--- src/hw/rtl/fcsg_pkg.sv ---
// Shared types and constants of the filled circle span generator.
package fcsg_pkg;

  localparam int MAX_RADIUS   = 63;
  localparam int DEC_BASE     = 3;
  localparam int DEC_SCALE    = 4;
  localparam int DEC_DIAG     = 10;
  localparam int DEC_STRAIGHT = 6;
  localparam int RESULT_LIMIT = 64;

  localparam int CRD_W = 8;   // x and y offsets, signed
  localparam int DEC_W = 12;  // decision variable, signed
  localparam int PIX_W = 10;  // span coordinates, signed
  localparam int RAD_W = 6;
  localparam int CNT_W = 6;   // point index within one walk

  typedef logic signed [CRD_W-1:0] coord_t;
  typedef logic signed [DEC_W-1:0] dec_t;
  typedef logic signed [PIX_W-1:0] pix_t;

  typedef struct packed {
    coord_t x;
    coord_t y;
    dec_t   d;
  } walk_t;

  typedef struct packed {
    pix_t outer_x_start;
    pix_t outer_x_end;
    pix_t outer_row_low;
    pix_t outer_row_high;
    pix_t inner_x_start;
    pix_t inner_x_end;
    pix_t inner_row_low;
    pix_t inner_row_high;
  } spans_t;

endpackage

--- src/hw/rtl/fcsg_step.sv ---
// Walk step unit: advances x, updates y and the decision term.
module fcsg_step import fcsg_pkg::*; (
  input  walk_t cur,
  output walk_t nxt,
  output logic  crossed
);

  logic   diag;
  coord_t x_n;
  coord_t y_n;

  always_comb begin
    diag = cur.d > dec_t'(0);
    x_n  = coord_t'(cur.x + coord_t'(1));
    y_n  = diag ? coord_t'(cur.y - coord_t'(1)) : cur.y;
    if (diag) begin
      nxt.d = dec_t'(cur.d + dec_t'(DEC_SCALE) * dec_t'(dec_t'(x_n) - dec_t'(y_n))
                     + dec_t'(DEC_DIAG));
    end else begin
      nxt.d = dec_t'(cur.d + dec_t'(DEC_SCALE) * dec_t'(x_n) + dec_t'(DEC_STRAIGHT));
    end
    nxt.x   = x_n;
    nxt.y   = y_n;
    crossed = y_n < x_n;
  end

endmodule

--- src/hw/rtl/fcsg_point.sv ---
// Span formatter: turns one walk point into four horizontal spans.
module fcsg_point import fcsg_pkg::*; (
  input  logic [7:0] cx,
  input  logic [7:0] cy,
  input  coord_t     x,
  input  coord_t     y,
  output spans_t     spans
);

  pix_t cxs, cys, xs, ys;
  pix_t os, oe, is, ie;

  always_comb begin
    cxs = pix_t'({2'b00, cx});
    cys = pix_t'({2'b00, cy});
    xs  = pix_t'(x);
    ys  = pix_t'(y);
    os  = pix_t'(cxs - xs);
    oe  = pix_t'(cxs + xs);
    is  = pix_t'(cxs - ys);
    ie  = pix_t'(cxs + ys);
    // end left of start: empty span
    if (oe < os) oe = os;
    if (ie < is) ie = is;
    spans.outer_x_start  = os;
    spans.outer_x_end    = oe;
    spans.outer_row_low  = pix_t'(cys + ys);
    spans.outer_row_high = pix_t'(cys - ys);
    spans.inner_x_start  = is;
    spans.inner_x_end    = ie;
    spans.inner_row_low  = pix_t'(cys + xs);
    spans.inner_row_high = pix_t'(cys - xs);
  end

endmodule

--- src/hw/rtl/filled_circle_span_generator.sv ---
// Filled circle span generator: sequencer, walk registers and output register.
//
// Input channel (in_valid/in_ready) takes one circle request per beat:
// center_x, center_y, radius, color. Output channel (out_valid/out_ready)
// gives one beat per walk point, each holding four spans that fill the disc
// between them; last_point marks the final beat of a circle.
// A circle of radius r gives about 0.71 r + 2 beats, one per cycle while
// out_ready stays high: the walk step unit advances one point per cycle and
// the output register is reloaded as it empties. The first beat enters the
// output register once the walk has started and that register is free.
// in_ready is high only between walks; the next request is accepted as soon
// as the final beat of the previous one sits in the output register. When
// the receiver stalls, the output register holds its beat and the walk
// waits on it. Synchronous reset rst empties the output register and
// returns the sequencer to idle; no request is lost after reset ends.
module filled_circle_span_generator import fcsg_pkg::*; (
  input  logic              clk,
  input  logic              rst,
  input  logic              in_valid,
  output logic              in_ready,
  input  logic [7:0]        center_x,
  input  logic [7:0]        center_y,
  input  logic [RAD_W-1:0]  radius,
  input  logic [15:0]       color,
  output logic              out_valid,
  input  logic              out_ready,
  output logic signed [9:0] outer_x_start,
  output logic signed [9:0] outer_x_end,
  output logic signed [9:0] outer_row_low,
  output logic signed [9:0] outer_row_high,
  output logic signed [9:0] inner_x_start,
  output logic signed [9:0] inner_x_end,
  output logic signed [9:0] inner_row_low,
  output logic signed [9:0] inner_row_high,
  output logic [15:0]       span_color,
  output logic              last_point
);

  typedef enum logic {S_IDLE, S_WALK} state_t;

  state_t             state;
  walk_t              walk;
  logic [CNT_W-1:0]   cnt;
  logic               cur_last;
  logic [7:0]         cx, cy;
  logic [15:0]        col;
  logic [RAD_W-1:0]   r_sat;
  walk_t              walk_next;
  logic               crossed;
  spans_t             spans;
  logic               load;

  fcsg_step u_step (
    .cur     (walk),
    .nxt     (walk_next),
    .crossed (crossed)
  );

  fcsg_point u_point (
    .cx    (cx),
    .cy    (cy),
    .x     (walk.x),
    .y     (walk.y),
    .spans (spans)
  );

  assign in_ready = state == S_IDLE;
  assign load     = (state == S_WALK) && (!out_valid || out_ready);
  assign r_sat    = (radius > RAD_W'(MAX_RADIUS)) ? RAD_W'(MAX_RADIUS) : radius;

  always_ff @(posedge clk) begin
    if (rst) begin
      state     <= S_IDLE;
      out_valid <= 1'b0;
    end else begin
      unique case (state)
        S_IDLE: begin
          if (in_valid) begin
            state  <= S_WALK;
            cx     <= center_x;
            cy     <= center_y;
            col    <= color;
            walk.x <= coord_t'(0);
            walk.y <= coord_t'({2'b00, r_sat});
            walk.d <= dec_t'(dec_t'(DEC_BASE) - dec_t'({r_sat, 1'b0}));
            cnt      <= '0;
            cur_last <= 1'b0;
          end
        end
        S_WALK: begin
          if (load) begin
            if (cur_last) begin
              state <= S_IDLE;
            end else begin
              walk     <= walk_next;
              cnt      <= CNT_W'(cnt + 1'b1);
              cur_last <= crossed || (cnt >= CNT_W'(RESULT_LIMIT - 2));
            end
          end
        end
        default: state <= S_IDLE;
      endcase
      if (load) begin
        out_valid <= 1'b1;
      end else if (out_ready) begin
        out_valid <= 1'b0;
      end
    end
  end

  always_ff @(posedge clk) begin
    if (load) begin
      outer_x_start  <= spans.outer_x_start;
      outer_x_end    <= spans.outer_x_end;
      outer_row_low  <= spans.outer_row_low;
      outer_row_high <= spans.outer_row_high;
      inner_x_start  <= spans.inner_x_start;
      inner_x_end    <= spans.inner_x_end;
      inner_row_low  <= spans.inner_row_low;
      inner_row_high <= spans.inner_row_high;
      span_color     <= col;
      last_point     <= cur_last;
    end
  end

  a_busy_after_accept: assert property (@(posedge clk) disable iff (rst)
    in_valid && in_ready |=> !in_ready && cnt == '0 && !cur_last)
    else $error("walk not started cleanly after request");

  a_walk_bound: assert property (@(posedge clk) disable iff (rst)
    state == S_WALK |-> walk.x <= coord_t'(walk.y + coord_t'(2)))
    else $error("walk ran past the crossing point");

  a_idle_after_last: assert property (@(posedge clk) disable iff (rst)
    load && cur_last |=> in_ready && out_valid && last_point)
    else $error("final beat did not end the walk");

  a_first_not_last: assert property (@(posedge clk) disable iff (rst)
    load && cnt == '0 |=> !last_point)
    else $error("first beat flagged as last");

endmodule
--- config.mk ---
export PLATFORM = sky130hd
export DESIGN_NAME = filled_circle_span_generator
export DESIGN_NICKNAME = d
export VERILOG_FILES = /design/src/hw/rtl/fcsg_pkg.sv /design/src/hw/rtl/fcsg_step.sv /design/src/hw/rtl/fcsg_point.sv /design/src/hw/rtl/filled_circle_span_generator.sv
export SDC_FILE = /design/constraint.sdc
export NUM_CORES = 1
export LEC_CHECK = 0
export ABC_AREA = 1
export BUFFER_PORTS_ARGS = -buffer_cell sky130_fd_sc_hd__buf_2
export CORE_ASPECT_RATIO = 0.9
export CORE_UTILIZATION = 55
export CTS_CLUSTER_DIAMETER = 200
export DETAILED_ROUTE_END_ITERATION = 12
export GPL_ROUTABILITY_DRIVEN = 0
export GPL_TIMING_DRIVEN = 0
export PLACE_DENSITY_LB_ADDON = 0.08
export RECOVER_POWER = 25
export SYNTH_ARGS = -nofsm -noshare
export SYNTH_HDL_FRONTEND = slang
export SYNTH_SLANG_ARGS = --single-unit
--- constraint.sdc ---
create_clock -name clk -period 5.9 [get_ports clk]
set_input_delay 0.59 -clock clk [delete_from_list [all_inputs] [get_ports clk]]
set_output_delay 0.59 -clock clk [all_outputs]
set_load 0.01 [all_outputs]
### After elaboration in Yosys (flattened, before gate mapping)

Cells that the tools add are included.

| word-level totals | value |
|---|---|
| flip-flop bits (word level) | 166 |
| bits in latches | 0 |
| memory bits (writable) | 0 |
| memory bits (read-only) | 0 |
| bits of input ports | 42 |
| output and inout port bits | 99 |
| word-level logic and storage cells | 79 |
| memories kept | 0 |

| cells by class | value |
|---|---|
| $add $sub $neg | 17 |
| multiply operators | 0 |
| divide/modulo/power cells | 0 |
| $lt $le $gt $ge | 6 |
| eq/ne operators | 3 |
| shift-type cells | 0 |
| multiplexer cells | 23 |
| bitwise logic cells | 2 |
| reductions and logical operators | 8 |

Operators by type and width:

| operator | count |
|---|---|
| $mux 28 | 3 |
| $pmux 28 s2 | 1 |
| $add 9x8->10 | 4 |
| $sub 9x8->10 | 4 |
| $mux 6 | 4 |
| $lt 10x10->1 | 2 |
| $mux 10 | 2 |
| $add 12x10->12 | 1 |
| $add 12x12->12 | 1 |
| $add 12x4->12 const B | 1 |
| $add 12x5->12 const B | 1 |
| $gt 12x1->1 const B | 1 |
| $mux 12 | 1 |
| $pmux 6 s2 | 1 |
| $sub 8x8->9 | 1 |
| $add 8x2->8 const B | 1 |
| $lt 8x8->1 | 1 |
| $mux 1 | 8 |
| $mux 8 | 1 |
| $sub 2x7->8 const A | 1 |
| $sub 8x2->8 const B | 1 |
| $add 6x1->6 const B | 1 |
| $ge 6x6->1 const B | 1 |
| $gt 6x6->1 const B | 1 |
| 10 further kinds | 15 |

### Logic depth before layout (Yosys ltp)

| depth | value |
|---|---|
| depth in word-level cells | 9 |
| mapped depth | 29 |
| depth with buffers taken out | 29 |

### Hierarchy

A second synthesis with hierarchy kept.

| unflattened totals | value |
|---|---|
| cells, all modules | 1350 |
| area total of the unflattened synthesis | 11786.3 µm² |

By module, submodules not included:

| module | times used | cells an instance | area an instance (µm²) | sequential area each (µm²) |
|---|---|---|---|---|
| filled_circle_span_generator | 1 | 292 | 5551.6 | 4964.8 |
| fcsg_point | 1 | 758 | 4319.1 | 0.0 |
| fcsg_step | 1 | 300 | 1915.6 | 0.0 |

### Worst setup path before layout

Ideal clock, no wire load.

| path | value |
|---|---|
| kind | input port to flip-flop |
| from | input out_ready |
| to | register inner_row_high[1] (enable) |
| library setup time | 548 ps |
| arrival | 4570 ps |
| required time | 5352 ps |
| setup slack | 782 ps |
| stages on the path | 2 |
| path buffers | 0 |
| cells stage by stage | nor2_1 -> nor2_1 |

| on the way | value |
|---|---|
| longest elaborated chain between the ends | 2 |

Ends and longest elaborated chain:

| what | line | text |
|---|---|---|
| start: declaration | filled_circle_span_generator.sv:26 | `input logic out_ready,` |
| $logic_or 1x1->1 | filled_circle_span_generator.sv:68 | `assign load = (state == S_WALK) && (!out_valid \|\| out_ready);` |
| $logic_and 1x1->1 | filled_circle_span_generator.sv:68 |  |
| named net load | filled_circle_span_generator.sv:51 | `logic load;` |
| end signal: assignment | filled_circle_span_generator.sv:120 | `inner_row_high <= spans.inner_row_high;` |
| end: declaration | filled_circle_span_generator.sv:34 | `output logic signed [9:0] inner_row_high,` |

The timed path passes the listed nets, and every way through them passes these cells.
A chain may end at the register's enable or synchronous reset.

### Final worst setup path

| path | value |
|---|---|
| from | register, netlist name walk[13] |
| to | register walk[11] (netlist bit) (data pin) |

| on the way | value |
|---|---|
| longest elaborated chain between the ends | 9 |

Ends and longest elaborated chain:

| what | line | text |
|---|---|---|
| $sub 8x2->8 | fcsg_step.sv:15 | `y_n = diag ? coord_t'(cur.y - coord_t'(1)) : cur.y;` |
| $mux 8 (*) | fcsg_step.sv:15 |  |
| $sub 8x8->9 (*) | fcsg_step.sv:17 | `nxt.d = dec_t'(cur.d + dec_t'(DEC_SCALE) * dec_t'(dec_t'(x_n) - dec_t'(y_n))` |
| $add 12x12->12 (*) | fcsg_step.sv:17 |  |
| $add 12x5->12 (*) | fcsg_step.sv:18 | `+ dec_t'(DEC_DIAG));` |
| $mux 12 (*) | fcsg_step.sv:16 | `if (diag) begin` |
| $mux 28 (*) | filled_circle_span_generator.sv:92 | `if (cur_last) begin` |
| $mux 28 (*) | filled_circle_span_generator.sv:91 | `if (load) begin` |
| $pmux 28 s2 (*) | filled_circle_span_generator.sv:76 | `unique case (state)` |
| end signal: assignment | filled_circle_span_generator.sv:95 | `walk <= walk_next;` |
| end: declaration | filled_circle_span_generator.sv:42 | `walk_t walk;` |

Mark *: on every way between the ends. The rest lies on a longest branch, timed or not. The select of a mux whose other input is x is not followed.

==> flow_summary_export.csv <==
group,metric,value,unit
power_and_ir_drop,ir_worst_vdd,0.204,mV
finish,fin_nets,1411,
timing,tightest_slew,0.893,ns
cts,cts.sinks,161,
global_routing,grt_busiest_layer,"met2",
global_routing,met1_usage,33.8,%
setup_path,critPathArrivalTime,4.90,ns
routing,via_count,7712,
die,initial_core_util,56.2,%
run,max-cap-violations,0,
routing,drtIter0Drc,474,
setup_path,required,6.07,ns
cts,cts-root-buf,"clkbuf_16",
finish,fill_cells,1577,
timing,hold_viol_final,0,
cts,numCtsBuffers,17,
cts,cts.path.max_buffers,2,
global_routing,grt_pass1_vias,7303,
routing,wl_per_cell,15.8,um
global_routing,grt_max_degree,39,
logic_synthesis,synth-main-ff-cell,"edfxtp_1",
die,die_w,149,um
die,dieHeight,135,um
finish,multiInputGateArea,5190,um2
die,dieArea,20100,um2
cts,h-tree-depth,4,
logic_synthesis,synth_area,10800,um2
cts,hold_buffers,0,
logic_synthesis,ys_ff_latch,161,
setup_path,cp-end-kind,"flop",
routing,drtAntennaViolNets,0,
placement,port_buffers,140,
global_routing,met3_usage,4.19,%
global_routing,grt_first_pass_wirelength,37.2,mm
power_and_ir_drop,power,3.80,mW
finish,final_common_cell,"edfxtp_1",
power_and_ir_drop,p_leak,5.68,nW
status,status,"finished, final reports clean",
logic_synthesis,synth_cell_types,56,
cts,insertion_delay,0.44,ns
cts,clkSlewWorstSetupHoldPaths,0.07,ns
timing,fmax,211,MHz
timing,setup_viol,0,
finish,ff_latch_area,4810,um2
timing,maxSlewHeadroom,40.3,%
cts,cts_resized,0,
timing,hold_ws,0.323,ns
finish,syn2layout_area_growth,15.4,%
power_and_ir_drop,powerDensity,305,nW/um2
setup_path,worst_setup_path_start_kind,"flop",
finish,drive_above_1_share,18.6,%
logic_synthesis,async_flop_share,0,%
timing,finalCriticalPeriod,4.73,ns
logic_synthesis,synthCells,1059,
finish,antenna_cells,0,
die,io_pins,141,
timing,timing.final.crit_share,80.2,%
routing,via_per_inst,5.19,
placement,hpwlAfterDp,17.9,mm
global_routing,grt_usage,24.4,%
timing,finalSetupTns,0,ns
cts,cts_tree,"yes",
setup_path,path_max_fanout,7,
routing,drc,0,
hold_path,hp-class,"primary input to flop",
finish,layout_common_cells,"edfxtp_1, nand2_1, inv_1",
timing,rsz0062_at_grt,"false",
routing,finalWirelength,23.5,mm
logic_synthesis,synth-edff-count,159,
global_routing,grt_use_met2,39.0,%
global_routing,antenna_found_initial,0,
cts,post_cts_buffers,0,
routing,first_pass_iters,5,
logic_synthesis,yosysSeqAreaShare,44.7,%
timing,clock-skew-final,0.0103,ns
setup_path,worstSetupPathType,"flop to flop",
global_routing,gr-total-overflow,0,
die,core_area,19200,um2
logic_synthesis,syn_nets,1248,
logic_synthesis,yosys_warnings,0,
finish,utilization,64.9,%
placement,dpl-instance-area,11900,um2
timing,drv_slew,0,
finish,final_area,12400,um2
logic_synthesis,syn_area_per_cell,10.2,um2
die,fp-row-count,48,
==> layout make-up <==
class	count	share of cell area, %
Inverter	166	5.07
Clock buffer	17	3.42
Clock inverter	15	1.51
Sequential cell	161	38.7
Timing Repair Buffer	144	5.84
Buffer	21	1.15
Tap cell	250	2.52
Multi-Input combinational cell	711	41.7
==> per-layer routing <==
metal	vias up	part of all wire (%)
met2	214	47
met3	22	5.0
met1	3601	47
met5	-	0
li1	3875	-
met4	0	1.2
==> state kept, by name, indices dropped and copies added (netlist names), 6 cells and up <==
name	flops
walk	27
col	16
span_color	16
inner_row_low	10
inner_x_start	10
outer_row_low	10
outer_x_start	10
inner_row_high	9
inner_x_end	9
outer_row_high	9
outer_x_end	9
cx	8
cy	8
cnt	6
==> through the flow <==
step | worst slack [ns] | instances
detailed placement | 1.19 | 1453
global route | 0.812 | 1485
CTS | 1.17 | 1485
global placement | -0.811 | 1449
finish | 1.17 | 1485
floorplan | 0.782 | 1059
==> report_power, final <==
group | switching [mW] | internal [mW]
Sequential | 0.0505 | 1.41
Clock | 0.538 | 0.611
Combinational | 0.737 | 0.444
==> synth_stat cells (3+ instances only) <==
library cell,instances,share of area (%)
a21o_1,3,0.21
a21oi_1,66,3.1
a21oi_2,14,1.1
buf_2,4,0.19
buf_4,7,0.49
buf_6,5,0.52
clkbuf_1,3,0.10
edfxtp_1,159,44
fa_1,10,1.9
ha_1,137,16
inv_1,154,5.4
inv_2,9,0.31
nand2_1,155,5.4
nand2_2,19,1.1
nand3_1,32,1.5
nand3_2,9,0.84
nand4_1,6,0.35
nor2_1,60,2.1
nor2_2,3,0.17
nor3_1,5,0.23
o211ai_1,3,0.21
o21ai_0,38,1.8
o21ai_1,11,0.51
o21ai_2,7,0.57
o21bai_1,8,0.56
o31ai_1,7,0.49
or2_2,4,0.23
xnor2_1,10,0.81
xor2_1,72,5.9
xor2_2,4,0.60
==> final timing paths <==
kind | start | endpoint | slack, ns | cells after the start
setup / recovery | walk[13]$_DFFE_PP_ | walk[11]$_DFFE_PP_ | 1.17 | 24
hold / removal | color[6] | col[6]$_DFFE_PP_ | 0.32 | 1
setup reg to reg | walk[13]$_DFFE_PP_ | walk[11]$_DFFE_PP_ | 1.17 | 24
hold reg to reg | col[2]$_DFFE_PP_ | span_color[2]$_DFFE_PP_ | 0.42 | 0
==> critical path, stage by stage, from the launching register on <==
cell and delay, ns:
edfxtp_1 0.61, inv_1 0.37, ha_1 0.21, inv_1 0.07, nor2_4 0.12, nand4_2 0.17
nor2_1 0.15, xor2_1 0.27, ha_1 0.33, nand2_1 0.13, inv_1 0.07, a21boi_0 0.16
nand2_1 0.10, nand2_1 0.07, ha_1 0.22, ha_1 0.37, a21oi_1 0.24, nand4_1 0.20
xor2_1 0.21, inv_1 0.06, nand3_1 0.09, nand3_2 0.07, nand2_1 0.07, nand2_1 0.06
nand2_1 0.04
==> kinds of logic (layout without fill, tap and decap cells) <==
group	count (synthesis)	in the layout	synth area share [%]
buffers and inverters	187	363	7.32
AND/OR/NAND/NOR	305	305	13.0
adder cells (fa/ha/maj)	147	147	17.8
XOR/XNOR	86	86	7.28
AO/OA/AOI/OAI	173	173	9.91
flip-flops	161	161	44.7
Note: power is estimated with default switching activity, not from simulation.
